**src/hw/rtl/zps_pkg.sv**
```systemverilog
// Types and constants shared by the radio module probe sequencer.
package zps_pkg;

    localparam int unsigned OpW    = 4;
    localparam int unsigned CmdW   = 4;
    localparam int unsigned PanW   = 16;
    localparam int unsigned PhaseW = 3;
    localparam int unsigned RetryW = 3;
    localparam int unsigned CfgIdxW = 2;

    // Event codes
    localparam logic [OpW-1:0] OP_START        = 4'd0;
    localparam logic [OpW-1:0] OP_BAUD_OK      = 4'd1;
    localparam logic [OpW-1:0] OP_BAUD_SET     = 4'd2;
    localparam logic [OpW-1:0] OP_TYPE_READ    = 4'd3;
    localparam logic [OpW-1:0] OP_TYPE_WRITTEN = 4'd4;
    localparam logic [OpW-1:0] OP_PAN_READ     = 4'd5;
    localparam logic [OpW-1:0] OP_PAN_WRITTEN  = 4'd6;
    localparam logic [OpW-1:0] OP_ERROR        = 4'd7;
    localparam logic [OpW-1:0] OP_TIMER        = 4'd8;

    // Command codes
    localparam logic [CmdW-1:0] CMD_NONE       = 4'd0;
    localparam logic [CmdW-1:0] CMD_TEST_BAUD  = 4'd1;
    localparam logic [CmdW-1:0] CMD_READ_TYPE  = 4'd2;
    localparam logic [CmdW-1:0] CMD_WRITE_TYPE = 4'd3;
    localparam logic [CmdW-1:0] CMD_READ_PAN   = 4'd4;
    localparam logic [CmdW-1:0] CMD_WRITE_PAN  = 4'd5;
    localparam logic [CmdW-1:0] CMD_SET_9600   = 4'd6;
    localparam logic [CmdW-1:0] CMD_RESTART    = 4'd7;
    localparam logic [CmdW-1:0] CMD_WAIT       = 4'd8;
    localparam logic [CmdW-1:0] CMD_FOUND      = 4'd9;
    localparam logic [CmdW-1:0] CMD_NOT_FOUND  = 4'd10;

    // Probe phases
    localparam logic [PhaseW-1:0] PH_IDLE      = 3'd0;
    localparam logic [PhaseW-1:0] PH_TEST9600  = 3'd1;
    localparam logic [PhaseW-1:0] PH_TEST38400 = 3'd2;
    localparam logic [PhaseW-1:0] PH_GET_TYPE  = 3'd3;
    localparam logic [PhaseW-1:0] PH_SET_TYPE  = 3'd4;
    localparam logic [PhaseW-1:0] PH_GET_PAN   = 3'd5;
    localparam logic [PhaseW-1:0] PH_SET_PAN   = 3'd6;
    localparam logic [PhaseW-1:0] PH_SET_BAUD  = 3'd7;

    // Link rate select
    localparam logic BAUD_9600  = 1'b0;
    localparam logic BAUD_38400 = 1'b1;

    // Device types
    localparam logic TYPE_ROUTER = 1'b0;
    localparam logic TYPE_COORD  = 1'b1;

    // PAN ID values of note
    localparam logic [PanW-1:0] PAN_ANY       = 16'hFFFF;
    localparam logic [PanW-1:0] PAN_UNJOINED  = 16'hFFFE;
    localparam logic [PanW-1:0] PAN_COORD_REF = 16'h199B;

    // Configuration register indexes
    localparam logic [CfgIdxW-1:0] CFG_ADJUST_ENABLE = 2'd0;
    localparam logic [CfgIdxW-1:0] CFG_TARGET_TYPE   = 2'd1;
    localparam logic [CfgIdxW-1:0] CFG_PAN_TARGET    = 2'd2;

    typedef struct packed {
        logic [OpW-1:0]  operation;
        logic            reported_type;
        logic [PanW-1:0] reported_pan_id;
    } t_in_item;

    typedef struct packed {
        logic [CmdW-1:0] command;
        logic            link_baud;
        logic [PanW-1:0] command_value;
    } t_out_item;

    typedef struct packed {
        logic            adjust_enable;
        logic            target_type;
        logic [PanW-1:0] pan_id_target;
    } t_cfg;

    typedef struct packed {
        logic [PhaseW-1:0] phase;
        logic [RetryW-1:0] retries_left;
    } t_seq_state;

endpackage

```
**src/hw/rtl/zps_cfg.sv**
```systemverilog
// Configuration registers of the probe sequencer.
module zps_cfg
    import zps_pkg::*;
(
    input  logic               i_clk,
    input  logic               i_rst_n,
    input  logic               i_cfg_we,
    input  logic [CfgIdxW-1:0] i_cfg_idx,
    input  logic [PanW-1:0]    i_cfg_wdata,
    output t_cfg               o_cfg
);

    t_cfg r_cfg;
    t_cfg n_cfg;

    always_comb begin
        n_cfg = r_cfg;
        if (i_cfg_we) begin
            unique case (i_cfg_idx)
                CFG_ADJUST_ENABLE: n_cfg.adjust_enable = i_cfg_wdata[0];
                CFG_TARGET_TYPE: begin
                    n_cfg.target_type = i_cfg_wdata[0];
                    // router has no PAN of its own to impose
                    if (i_cfg_wdata[0] == TYPE_ROUTER) begin
                        n_cfg.pan_id_target = PAN_ANY;
                    end
                end
                CFG_PAN_TARGET: n_cfg.pan_id_target = i_cfg_wdata;
                default: n_cfg = r_cfg;
            endcase
        end
    end

    always_ff @(posedge i_clk) begin
        if (!i_rst_n) begin
            r_cfg.adjust_enable <= 1'b0;
            r_cfg.target_type   <= TYPE_ROUTER;
            r_cfg.pan_id_target <= PAN_ANY;
        end else begin
            r_cfg <= n_cfg;
        end
    end

    assign o_cfg = r_cfg;

endmodule

```
**src/hw/rtl/zps_decide.sv**
```systemverilog
// Per-event decision: command and next probe state.
module zps_decide
    import zps_pkg::*;
#(
    parameter int RETRY_LIMIT = 5
) (
    input  t_cfg       i_cfg,
    input  t_in_item   i_item,
    input  t_seq_state i_state,
    output t_out_item  o_result,
    output t_seq_state o_state
);

    localparam logic [RetryW-1:0] RetryLoad = RetryW'(RETRY_LIMIT);

    logic pan_rewrite;

    always_comb begin
        pan_rewrite = 1'b0;
        if (i_cfg.adjust_enable) begin
            if (i_cfg.target_type == TYPE_COORD) begin
                pan_rewrite = (i_cfg.pan_id_target != PAN_ANY) &&
                              (i_item.reported_pan_id != PAN_COORD_REF);
            end else begin
                pan_rewrite = (i_item.reported_pan_id != PAN_UNJOINED);
            end
        end
    end

    always_comb begin
        o_state  = i_state;
        o_result = '{command: CMD_NONE, link_baud: BAUD_9600, command_value: '0};
        unique case (i_item.operation) inside
            OP_START: begin
                o_state.retries_left = RetryLoad;
                o_state.phase        = PH_TEST9600;
                o_result.command     = CMD_TEST_BAUD;
            end
            OP_BAUD_OK: begin
                if (!i_cfg.adjust_enable || i_state.phase == PH_TEST9600) begin
                    o_state.phase    = PH_GET_TYPE;
                    o_result.command = CMD_READ_TYPE;
                end else if (i_state.phase == PH_TEST38400) begin
                    o_state.phase    = PH_SET_BAUD;
                    o_result.command = CMD_SET_9600;
                end
            end
            OP_BAUD_SET, OP_TYPE_WRITTEN, OP_PAN_WRITTEN: begin
                o_result.command = CMD_RESTART;
            end
            OP_TYPE_READ: begin
                if (!i_cfg.adjust_enable || i_item.reported_type == i_cfg.target_type) begin
                    o_state.phase    = PH_GET_PAN;
                    o_result.command = CMD_READ_PAN;
                end else begin
                    o_state.phase          = PH_SET_TYPE;
                    o_result.command       = CMD_WRITE_TYPE;
                    o_result.command_value = PanW'(i_cfg.target_type);
                end
            end
            OP_PAN_READ: begin
                if (pan_rewrite) begin
                    o_state.phase          = PH_SET_PAN;
                    o_result.command       = CMD_WRITE_PAN;
                    o_result.command_value = i_cfg.pan_id_target;
                end else begin
                    o_result.command = CMD_FOUND;
                end
            end
            OP_ERROR: begin
                if (i_state.retries_left <= RetryW'(1)) begin
                    if (i_state.phase == PH_TEST9600) begin
                        // fall back to the faster link with fresh retries
                        o_state.phase        = PH_TEST38400;
                        o_state.retries_left = RetryLoad;
                        o_result.command     = CMD_TEST_BAUD;
                        o_result.link_baud   = BAUD_38400;
                    end else begin
                        o_state.retries_left = '0;
                        o_result.command     = CMD_NOT_FOUND;
                    end
                end else begin
                    o_state.retries_left = i_state.retries_left - RetryW'(1);
                    o_result.command     = CMD_WAIT;
                end
            end
            OP_TIMER: begin
                o_result.command = CMD_TEST_BAUD;
                if (i_state.phase != PH_TEST38400) begin
                    o_state.phase = PH_TEST9600;
                end else begin
                    o_result.link_baud = BAUD_38400;
                end
            end
            default: begin
                o_state = i_state;
            end
        endcase
    end

endmodule

```
**src/hw/rtl/zigbee_module_probe_sequencer.sv**
```systemverilog
// Top level of the radio module probe sequencer.
//
// Usage: each transfer on the input channel (i_in_valid / o_in_stall,
// payload i_in_data) carries one event from the serial link or the timer.
// Every event yields exactly one command transfer on the output channel
// (o_out_valid / i_out_stall, payload o_out_data), in event order.
// Path: an event taken into the input register is decided from there, and
// its command is registered in the result register that drives o_out_data.
// Throughput: one event per cycle while the receiver does not stall; the
// decision is a single pass of short logic between the input register and
// the result register, and the probe state (phase, retry count) is updated
// in the same cycle as the decision.
// Stall: while the receiver holds i_out_stall the result register keeps its
// command and one further event may wait in the input register; only when
// both are full does o_in_stall rise.
// Reset (i_rst_n low, synchronous): clear both valid flags, return the
// phase to idle with no retries and restore the configuration defaults
// (adjust off, router, PAN ID 0xFFFF).
// Configuration: i_cfg_we writes register i_cfg_idx at once; index 3 is
// ignored. Write only while no event is in flight.
module zigbee_module_probe_sequencer
    import zps_pkg::*;
#(
    parameter int RETRY_LIMIT = 5
) (
    input  logic               i_clk,
    input  logic               i_rst_n,
    input  logic               i_in_valid,
    output logic               o_in_stall,
    input  t_in_item           i_in_data,
    output logic               o_out_valid,
    input  logic               i_out_stall,
    output t_out_item          o_out_data,
    input  logic               i_cfg_we,
    input  logic [CfgIdxW-1:0] i_cfg_idx,
    input  logic [PanW-1:0]    i_cfg_wdata
);

    t_cfg       cfg;
    t_in_item   r_in;
    logic       r_in_vld;
    logic       n_in_vld;
    t_out_item  r_out;
    logic       r_out_vld;
    logic       n_out_vld;
    t_seq_state r_state;
    t_seq_state n_state;
    t_out_item  dec_result;
    logic       out_free;
    logic       in_xfer;
    logic       dec_adv;

    zps_cfg u_cfg (
        .i_clk       (i_clk),
        .i_rst_n     (i_rst_n),
        .i_cfg_we    (i_cfg_we),
        .i_cfg_idx   (i_cfg_idx),
        .i_cfg_wdata (i_cfg_wdata),
        .o_cfg       (cfg)
    );

    zps_decide #(
        .RETRY_LIMIT (RETRY_LIMIT)
    ) u_decide (
        .i_cfg    (cfg),
        .i_item   (r_in),
        .i_state  (r_state),
        .o_result (dec_result),
        .o_state  (n_state)
    );

    // Result register can take a new command when empty or being drained
    assign out_free   = !r_out_vld || !i_out_stall;
    assign dec_adv    = r_in_vld && out_free;
    assign o_in_stall = r_in_vld && !out_free;
    assign in_xfer    = i_in_valid && !o_in_stall;

    assign n_in_vld  = in_xfer || (r_in_vld && !dec_adv);
    assign n_out_vld = dec_adv || (r_out_vld && i_out_stall);

    // Control: valid flags and probe state
    always_ff @(posedge i_clk) begin
        if (!i_rst_n) begin
            r_in_vld             <= 1'b0;
            r_out_vld            <= 1'b0;
            r_state.phase        <= PH_IDLE;
            r_state.retries_left <= '0;
        end else begin
            r_in_vld  <= n_in_vld;
            r_out_vld <= n_out_vld;
            // advance the probe state only as the event is decided
            if (dec_adv) begin
                r_state <= n_state;
            end
        end
    end

    // Payload: hold while not advancing
    always_ff @(posedge i_clk) begin
        if (in_xfer) begin
            r_in <= i_in_data;
        end
        if (dec_adv) begin
            r_out <= dec_result;
        end
    end

    assign o_out_valid = r_out_vld;
    assign o_out_data  = r_out;

endmodule

```
**config.mk**
```make
export PLATFORM = sky130hd
export DESIGN_NAME = zigbee_module_probe_sequencer
export DESIGN_NICKNAME = d
export VERILOG_FILES = /design/src/hw/rtl/zps_pkg.sv /design/src/hw/rtl/zps_cfg.sv /design/src/hw/rtl/zps_decide.sv /design/src/hw/rtl/zigbee_module_probe_sequencer.sv
export SDC_FILE = /design/constraint.sdc
export NUM_CORES = 1
export LEC_CHECK = 0
export BUFFER_PORTS_ARGS = -buffer_cell sky130_fd_sc_hd__buf_2
export CAP_MARGIN = 10
export CORE_ASPECT_RATIO = 0.5
export CORE_MARGIN = 3
export CORE_UTILIZATION = 42
export CTS_CLUSTER_DIAMETER = 80
export DETAILED_ROUTE_END_ITERATION = 10
export MAX_ROUTING_LAYER = met4
export PLACE_DENSITY_LB_ADDON = 0.2
export SYNTH_ARGS = -nofsm -noshare
export SYNTH_HDL_FRONTEND = slang
export SYNTH_SLANG_ARGS = --single-unit
```
**constraint.sdc**
```tcl
create_clock -name i_clk -period 1.9 [get_ports i_clk]
set_input_delay 0 -clock i_clk [delete_from_list [all_inputs] [get_ports i_clk]]
set_output_delay 0 -clock i_clk [all_outputs]
set_load 0.02 [all_outputs]
```
==> impl_results.md, run 1 <==
* Core Box Area at 6380 um2
* Post-synth top cells: edfxtp_1 (42), dfxtp_1 (26), nor2_1 (23), o21ai_0 (21), nor3_1 (17)
* Clock Tree Buf Depth at 2
* Die Span X at 124 um
* Min Tclk post-route at roughly 1.8 ns
* EDFF count, synth at 42
* Diode count at 0
* Setup TNS at 0 ns
* Fin. Hold Viols at 0
* Flops & latches, synth at slightly below 70
* Layout area overhead at 40.7%
* Final RePlAce weighted congestion at approximately 0.8
* Clk sinks at approximately 70
* DRT Wirelength at roughly 6500 um
* Setup Skew at ~0.0078 ns
* Vias in the first global route at 2,269
* Post-synthesis async set-or-reset flop share at 0%
* Root Buffer: clkbuf_16
* Startpoint Class: flop
* Combinational Power Share at 7.8%
* Vias per cell at approximately 5.1
* GR Util All Layers at between 10% and 20%
* Required time of the worst setup path at roughly 2.2 ns
* Final Instance Area at just over 4000 um2
* Fin Hold WS at about 0.011 ns
* Clock Pin Slew Worst Setup and Hold Paths at 0.06 ns
* Clk pwr share at 50.1%
* Sw frac at 20.3%
* TritonCTS buffer count at 9
* Internal power at between 3 and 4 mW
* Part of the power in registers at 42.1%
* Ports at 67
* Critical path peak fanout at 6
* Pin count of the biggest net entering global routing at 30
* Share of cells above drive strength 1 at 28.5%
* Worst VDD drop at ~0.56 mV
* PwrDens at between 900 and 1000 nW/um2
* Setup bufs post-CTS at 0
* Lkg Pwr at around 1.6 nW
* Syn Nets at between 300 and 400
* Net Switching at 0.797 mW
* Final Slew Violations at 0
* Max-slew headroom at just over 30%
* First-pass GRT wire length at 10,600 um
* Cells after Synth at 257
* DRT Pass-1 Iters at 5
* Post-DP Area at between 3000 and 4000 um2
* Top FF cell, synth: edfxtp_1
* Max Freq at 0.560 GHz
* Max Cap Violations at 0
* DR vias at 2,339
* GR Overflow Total at 0
* Worst hold path type: in2reg
* Placed Cells at between 400 and 500
* Top-area cell type share of the netlist area at a little over two fifths
* Most frequent cell after synthesis: edfxtp_1
* Area leader, netlist: edfxtp_1
* WL per Instance at ~14 um
* Worst Setup Slack, final at between 0.1 and 0.15 ns
* Synth cell types at 48
* Setup-failing EPs final at 0
* Final core occ at 64.3%
* Place WS at slightly below 0.07 ns
* Clock insertion delay at the later pin of the skew report at 0.33 ns
* Starting Density at approximately 46%
* Die area at about 8000 um2
* H-tree depth at 3
* Avg Cell Area, Syn at roughly 11 um2
* Worst Max-Slew Pin Slew at between 1 and 1.5 ns
* Total power at roughly 3.9 mW
* Finished Layout Cells at 460
* Die Span Y at about 65 um
* RSZ-0062 raised after global routing: false
* Core Rows at 20
* Reg-to-reg setup timing slack at approximately 0.11 ns
* Syn Std Cell Area at slightly below 3000 um2
* Post-synthesis sequential area ratio at roughly three fifths
* DRC viols at 0
* Initial antenna violation count at 0
* DR iter-0 viols at between 100 and 150
* Layout Nets at between 400 and 500
* Synth top area cells: edfxtp_1 (43%), dfxtp_1 (18%), o21ai_0 (3.6%)
* Final Cycle Share at between 90% and 100%
* FILL cells at between 500 and 600
* HPWL after DPL at roughly 4400 um
* Synth Warn # at 0
* Critical path type: reg2reg
* TritonCTS clock tree: built
* Outcome: finished clean
* Data arrival time of the worst path at 2.04 ns
* DRT antenna net count at 0
* IO buf count at between 60 and 70
* Worst setup EP type: flop
layer usage:
layer,global-route usage [%],vias up,share of wire (%)
met4,5.93,0,1.0
li1,-,1163,-
met5,-,-,0
met1,21.1,1093,45
met2,29.0,75,47
met3,6.45,8,6.6
final cells by class:
| cell class | instances | area (um2) | share of cell area (%) |
|---|---|---|---|
| clock buffer | 11 | 253 | 6.16 |
| clock inverter | 5 | 105 | 2.56 |
| inverter | 6 | 22.5 | 0.549 |
| multi-input combinational | 172 | 1080 | 26.3 |
| sequential | 68 | 1780 | 43.4 |
| tap | 88 | 110 | 2.68 |
| timing repair buffer | 110 | 753 | 18.3 |
logic make-up (layout without fill, tap and decap cells):
family / count (synthesis) / after routing / synth area share (%)
AOI/OAI and AO/OA: 48 / 48 / 10.5
xor gates and xnor gates: 2 / 2 / 0.600
adders and majority gates: 2 / 2 / 0.857
buffers and inverters: 17 / 132 / 2.40
DFF: 68 / 68 / 61.1
muxes: 5 / 5 / 1.72
and+or+nand+nor: 115 / 115 / 22.8
critical path, stage by stage, from the launching register on:
cell and delay, ns:
dfxtp_1 0.38, nor4b_4 0.16, and4_4 0.19, o21ai_2 0.19, a31oi_2 0.18, nor4_4 0.40, mux2i_1 0.22
layout by cell type (no fill, tap or decap), drive strengths merged, types with 3 or more instances in the layout:
cell	synthesis	final
and2	16	16
nor3	17	17
nor2b	9	9
edfxtp	42	42
dfxtp	26	26
nor2	24	24
a21oi	6	6
mux2i	5	5
bufinv	0	3
nand3	6	6
inv	6	8
nand2b	5	5
nand4	6	6
dlygate4sd3	0	37
buf	6	73
o21ai	26	26
o21a	3	3
clkbuf	5	11
nor4	4	4
nand2	13	13
nand4b	3	3
nor3b	3	3
power groups by stage:
stage,combinational [mW],clock (mW),sequential (mW)
6_report,0.307,1.97,1.65
5_1_grt,0.336,2.08,1.66
4_1_cts,0.305,2.00,1.65
3_5_place_dp,0.246,0,1.68
3_3_place_gp,0.241,0,1.68
2_1_floorplan,0.124,0,1.70
repair_timing:
action	4_1_cts	5_1_grt
endpoints found under the setup margin	0	20
gates resized for setup	0	3
endpoints found under the hold margin	38	0
hold buffers	37	0
registers in the layout, summed over array words and instances (netlist names):
| name | count |
|---|---|
| o_out_data | 21 |
| o_out_valid | 1 |
| r_in | 21 |
| r_in_vld | 1 |
| r_state | 6 |
| u_cfg.o_cfg | 18 |
final timing paths:
path                                      start  depth (start not counted)               to
worst min register to register       r_state[5]                          2       r_state[5]
worst min-delay path            i_cfg_wdata[12]                          3  u_cfg.o_cfg[12]
worst max-delay path            u_cfg.o_cfg[16]                          6       r_state[3]
worst max register to register  u_cfg.o_cfg[16]                          6       r_state[3]
No activity file was read; power rests on OpenSTA's default activity.
==> run 2, diff against run 1 <==
--- a/config.mk
+++ b/config.mk
@@ -7,13 +7,14 @@
 export LEC_CHECK = 0
 export BUFFER_PORTS_ARGS = -buffer_cell sky130_fd_sc_hd__buf_2
 export CAP_MARGIN = 10
-export CORE_ASPECT_RATIO = 0.5
+export CORE_ASPECT_RATIO = 1.25
 export CORE_MARGIN = 3
 export CORE_UTILIZATION = 42
 export CTS_CLUSTER_DIAMETER = 80
 export DETAILED_ROUTE_END_ITERATION = 10
 export MAX_ROUTING_LAYER = met4
 export PLACE_DENSITY_LB_ADDON = 0.2
+export SETUP_SLACK_MARGIN = 0.15
 export SYNTH_ARGS = -nofsm -noshare
 export SYNTH_HDL_FRONTEND = slang
 export SYNTH_SLANG_ARGS = --single-unit
==> run 2 against run 1 <==
  * Combinational power up 4%
  * Fmax up 4.3%
  * Power down 25%
  * Sequential share of layout area up 1.0 points
  * Cell area down 2.1%
  * Clock power down 50%
  * Largest cell class unchanged
  * Largest power group is now sequential cells
==> impl_results.md, run 2 (same netlist as run 1, synthesis figures left out) <==
* Clock Pin Slew Worst Setup and Hold Paths at 0.07 ns (was 0.06 ns)
* Hold_sp: i_cfg_we (was i_cfg_wdata[12])
* DRC viols at 0 (unchanged)
* Final Cycle Share at 90.1% (was 94.0%)
* DRT Wirelength at 6300 um (was 6490 um)
* Startpoint Class: flop (unchanged)
* Layout area overhead at 37.7% (was 40.7%)
* Clock insertion delay at the later pin of the skew report at 0.34 ns (was 0.33 ns)
* TritonCTS clock tree: built (unchanged)
* R2R Path Start: r_state[1] (was u_cfg.o_cfg[16])
* Core Box Area at 6650 um2 (was 6380 um2)
* Layout Nets at 418 (was 413)
* Root Buffer: clkbuf_8 (was clkbuf_16)
* WHS Path Cells at 4 (was 3)
* Cells on worst reg2reg path at 7 (was 6)
* Critical path type: reg2reg (unchanged)
* Min Tclk post-route at 1.71 ns (was 1.79 ns)
* Critical path peak fanout at 4 (was 6)
* Setup Skew at 0.00734 ns (was 0.00776 ns)
* Ports at 67 (unchanged)
* Setup TNS at 0 ns (unchanged)
* HPWL after DPL at 3980 um (was 4430 um)
* Crit path launch: r_state[1] (was u_cfg.o_cfg[16])
* H-tree depth at 3 (unchanged)
* Vias per cell at 4.98 (was 5.08)
* Vias in the first global route at 2,233 (was 2,269)
* Outcome: finished clean (unchanged)
* Diode count at 0 (unchanged)
* RSZ-0062 raised after global routing: false (unchanged)
* Final Slew Violations at 0 (unchanged)
* DRT Pass-1 Iters at 5 (unchanged)
* Clk sinks at 68 (unchanged)
* Worst Max-Slew Pin Slew at 0.659 ns (was 1.03 ns)
* Die area at 7990 um2 (was 8040 um2)
* WL per Instance at 13.6 um (was 14.1 um)
* Die Span Y at 99.2 um (was 64.9 um)
* Final core occ at 60.5% (was 64.3%)
* Share of cells above drive strength 1 at 30.8% (was 28.5%)
* Setup-failing EPs final at 0 (unchanged)
* DR vias at 2,310 (was 2,339)
* Worst VDD drop at 0.502 mV (was 0.556 mV)
* First-pass GRT wire length at 10,100 um (was 10,600 um)
* DRT antenna net count at 0 (unchanged)
* Commonest non-fill, non-tap cell in the layout: buf_2 (unchanged)
* GR Util All Layers at 17.1% (was 18.0%)
* Core Rows at 33 (was 20)
* PwrDens at 735 nW/um2 (was 957 nW/um2)
* Lkg Pwr at 1.54 nW (was 1.62 nW)
* Max Cap Violations at 0 (unchanged)
* Pin count of the biggest net entering global routing at 30 (unchanged)
* Die Span X at 80.6 um (was 124 um)
* Worst hold path type: in2reg (unchanged)
* Max Freq at 0.584 GHz (was 0.560 GHz)
* IO buf count at 66 (unchanged)
* Data arrival time of the worst path at 1.84 ns (was 2.04 ns)
* Most frequent cells in the layout: buf_2 (66), edfxtp_1 (42), dlygate4sd3_1 (41), dfxtp_1 (23) (was buf_2 (66), edfxtp_1 (42), dlygate4sd3_1 (37), dfxtp_1 (26), nor2_1 (22))
* Final RePlAce weighted congestion at 0.835 (was 0.824)
* Max-slew headroom at 56.1% (was 30.7%)
* Required time of the worst setup path at 2.03 ns (was 2.16 ns)
* Fin. Hold Viols at 0 (unchanged)
* Worst setup EP type: flop (unchanged)
* DR iter-0 viols at 153 (was 143)
* Initial antenna violation count at 0 (unchanged)
* TritonCTS buffer count at 9 (unchanged)
* GR Overflow Total at 0 (unchanged)
* Starting Density at 43.9% (was 45.7%)
* Clock Tree Buf Depth at 2 (unchanged)
[run 2: changes by cell type in the layout (fill, tap and decap cells not counted), moves of 2 or more]
cell / before / now
clkbuf_16: 9 / 0
clkbuf_8: 2 / 9
dlygate4sd3_1: 37 / 41
bufinv_16: 3 / 0
dfxtp_1: 26 / 23
dfxtp_2: 0 / 3
clkbuf_1: 0 / 2
clkinv_2: 0 / 2
clkinvlp_4: 0 / 2
inv_1: 6 / 4
nor4_1: 3 / 1
nor4_2: 0 / 2
[run 2: worst max-delay path, stage by stage (launching register included)]
cell and delay, ns:
dfxtp_2 0.34, inv_2 0.06, ha_2 0.15, o21ba_4 0.16, nor2_4 0.17, nand2_1 0.10, a31o_2 0.27, a222oi_1 0.26
[run 2: timing repair]
item	in CTS	in global routing
resized for setup	3	15
setup buffers	0	2
endpoints found under the setup margin	6	33
hold buffers	41	0
cloned	0	0
hold endpoints to repair	41	0
pin swaps	1	6
[run 2: cell type report]
cell class / instances / area [um2]
fillers: 578 / 2630
clock buffers: 11 / 131
repair buffers: 115 / 801
well taps: 87 / 109
multi-input cells: 172 / 1140
flip-flops and latches: 68 / 1790
clock inverters: 5 / 30.0
inverters: 6 / 26.3
[run 2: final timing paths]
path | end | slack, ns
setup / recovery | o_out_data[17] | 0.19
hold / removal | u_cfg.o_cfg[0] | 0.02
setup reg to reg | o_out_data[17] | 0.19
hold reg to reg | r_state[4] | 0.50
[run 2: through the flow]
step | cells | power (mW) | setup slack, ns | hold slack [ns] | area [um2]
after floorplan | 257 | 1.82 | 0.211 | 0.0989 | 2920
after global placement | 405 | 1.92 | 0.174 | 0.176 | 3360
after detailed placement | 405 | 1.92 | 0.0863 | 0.178 | 3360
after CTS | 462 | 2.98 | 0.145 | 0.00565 | 3950
after global routing | 464 | 3.10 | 0.117 | 0.0268 | 4020
final | 464 | 2.96 | 0.187 | 0.0237 | 4020
[run 2: power breakdown]
part	switching (mW)	internal [mW]	leakage (nW)
clock network	0.519	0.467	0.0807
logic	0.160	0.158	0.829
registers	0.0289	1.62	0.631
total	0.708	2.25	1.54
[run 2: metal layers]
metal | part of all wire, % | routed length [um] | track usage [%] | vias up
li1 | - | - | - | 1169
met1 | 43 | 2700 | 20.8 | 1062
met2 | 50 | 3170 | 26.8 | 69
met3 | 5.2 | 329 | 4.44 | 10
met4 | 1.6 | 103 | 7.54 | 0
met5 | 0 | 0 | - | -
==> run 3, diff against run 2 <==
--- a/config.mk
+++ b/config.mk
@@ -9,7 +9,7 @@
 export CAP_MARGIN = 10
 export CORE_ASPECT_RATIO = 1.25
 export CORE_MARGIN = 3
-export CORE_UTILIZATION = 42
+export CORE_UTILIZATION = 35
 export CTS_CLUSTER_DIAMETER = 80
 export DETAILED_ROUTE_END_ITERATION = 10
 export MAX_ROUTING_LAYER = met4
==> run 3 against run 2 <==
  * Power rose by 13%
  * Sequential power barely moved
  * Highest routed layer unchanged
  * Critical path depth fell by 1
  * Largest cell class unchanged
  * Die area rose by 19%
  * Combinational power rose by 2%
==> impl_results.md, run 3 (same netlist as run 1, synthesis figures left out) <==
* Required time of the worst setup path at 1.98 ns (was 2.03 ns)
* Pin count of the biggest net entering global routing at 30 (unchanged)
* WL per Instance at 13.7 um (was 13.6 um)
* Outcome: finished clean (unchanged)
* DR iter-0 viols at 167 (was 153)
* DRT antenna net count at 0 (unchanged)
* Critical path peak fanout at 16 (was 4)
* Share of cells above drive strength 1 at 30.8% (about the same)
* Final Cycle Share at 91.6% (was 90.1%)
* DRC viols at 0 (unchanged)
* Core Rows at 36 (was 33)
* Most frequent cells in the layout: buf_2 (66), edfxtp_1 (42), dlygate4sd3_1 (41), dfxtp_1 (24), nor2_1 (22) (was buf_2 (66), edfxtp_1 (42), dlygate4sd3_1 (41), dfxtp_1 (23))
* Initial antenna violation count at 0 (unchanged)
* RSZ-0062 raised after global routing: true (was false)
* Commonest non-fill, non-tap cell in the layout: buf_2 (unchanged)
* Worst VDD drop at 0.480 mV (was 0.502 mV)
* Die area at 9470 um2 (was 7990 um2)
* Ports at 67 (unchanged)
* PwrDens at 808 nW/um2 (was 735 nW/um2)
* Max Freq at 0.574 GHz (was 0.584 GHz)
* Vias per cell at 4.93 (was 4.98)
* Final Slew Violations at 0 (unchanged)
* DR vias at 2,340 (was 2,310)
* Data arrival time of the worst path at 1.82 ns (was 1.84 ns)
* Placed Cells at 415 (was 405)
* GR Overflow Total at 0 (unchanged)
* Fin Hold WS at 0.0314 ns (was 0.0237 ns)
* Startpoint Class: flop (unchanged)
* Max Cap Violations at 0 (unchanged)
* Finished Layout Cells at 475 (was 464)
* Worst Max-Slew Pin Slew at 0.641 ns (was 0.659 ns)
* Vias in the first global route at 2,335 (was 2,233)
* Starting Density at 36.6% (was 43.9%)
* GR Util All Layers at 15.3% (was 17.1%)
* DRT Wirelength at 6500 um (was 6300 um)
* Lkg Pwr at 1.59 nW (was 1.54 nW)
* Final Instance Area at 4130 um2 (was 4020 um2)
* Min Tclk post-route at 1.74 ns (was 1.71 ns)
* Setup Skew at 0.0182 ns (was 0.00734 ns)
* TritonCTS clock tree: built (unchanged)
* Root Buffer: clkbuf_8 (unchanged)
* Post-DP Area at 3390 um2 (was 3360 um2)
* Fin. Hold Viols at 0 (unchanged)
* Die Span X at 87.7 um (was 80.6 um)
* First-pass GRT wire length at 10,900 um (was 10,100 um)
* Clock Pin Slew Worst Setup and Hold Paths at 0.07 ns (about the same)
* HPWL after DPL at 4290 um (was 3980 um)
* Setup TNS at 0 ns (unchanged)
* Clock Tree Buf Depth at 2 (unchanged)
* Core Box Area at 7970 um2 (was 6650 um2)
* Die Span Y at 108 um (was 99.2 um)
* Layout area overhead at 41.4% (was 37.7%)
* DRT Pass-1 Iters at 4 (was 5)
* Max-slew headroom at 57.3% (was 56.1%)
* Worst hold path type: in2reg (unchanged)
* H-tree depth at 3 (unchanged)
* Critical path type: reg2reg (unchanged)
* Worst setup EP type: flop (unchanged)
* IO buf count at 66 (unchanged)
* TritonCTS buffer count at 9 (unchanged)
* Setup-failing EPs final at 0 (unchanged)
* Clock insertion delay at the later pin of the skew report at 0.34 ns (about the same)
* Final RePlAce weighted congestion at 0.837 (was 0.835)
* Diode count at 0 (unchanged)
* Layout Nets at 421 (was 418)
* Clk sinks at 68 (unchanged)
==> run 3: changes by cell type in the layout (fill, tap and decap cells not counted), sizes merged <==
cell | before | now
bufinv | 0 | 2
clkbuf | 11 | 10
inv | 5 | 7
clkinv | 4 | 1
buf | 74 | 77
==> run 3: power by group <==
group | switching (mW) | leakage [nW] | total (mW) | internal (mW)
Clock | 0.573 | 0.113 | 1.36 | 0.786
Combinational | 0.162 | 0.845 | 0.325 | 0.163
Sequential | 0.0280 | 0.631 | 1.65 | 1.62
Total | 0.763 | 1.59 | 3.33 | 2.57
==> run 3: worst paths after layout <==
check          startpoint               to  slack (ns)  cells after the start
max               r_in[9]    o_out_data[0]        0.16                      6
min          i_cfg_idx[0]  u_cfg.o_cfg[17]        0.03                      4
min reg2reg    r_state[3]       r_state[3]        0.51                      2
max reg2reg       r_in[9]    o_out_data[0]        0.16                      6
==> run 3: critical path, cell delays in order (launching register included) <==
cell and delay (ns):
edfxtp_1 0.43, nor4b_4 0.30, and4_4 0.26, o21ai_4 0.08, nand3_2 0.12, nor2_4 0.08, a32o_1 0.22
==> run 3: area by class of cell <==
type / count / area (um2)
Multi-Input combinational cell: 172 / 1130
Sequential cell: 68 / 1790
Clock inverter: 6 / 93.8
Fill cell: 710 / 3850
Timing Repair Buffer: 118 / 836
Inverter: 6 / 26.3
Clock buffer: 10 / 138
Tap cell: 95 / 119
==> run 3: metrics by stage <==
step / worst slack (ns) / power (mW) / util, %
after floorplan: 0.211 / 1.82 / -
after global placement: 0.189 / 1.93 / 42.5
after detailed placement: 0.130 / 1.93 / 42.5
after CTS: 0.165 / 3.35 / 50.7
after global routing: 0.0866 / 3.49 / 51.7
final: 0.159 / 3.33 / 51.7
==> run 3: timing repair <==
| item | CTS | global route |
|---|---|---|
| hold buffers | 41 | 0 |
| setup buffers | 0 | 3 |
| endpoints found under the setup margin | 19 | 34 |
| pin swaps | 1 | 7 |
| gates resized for setup | 4 | 11 |
| hold endpoints to repair | 41 | 0 |
==> run 3: metal layers <==
layer	GRT usage, %	wire [um]
met1	18.8	2780
met2	24.0	3210
met3	2.90	338
met4	7.68	176
met5	-	0
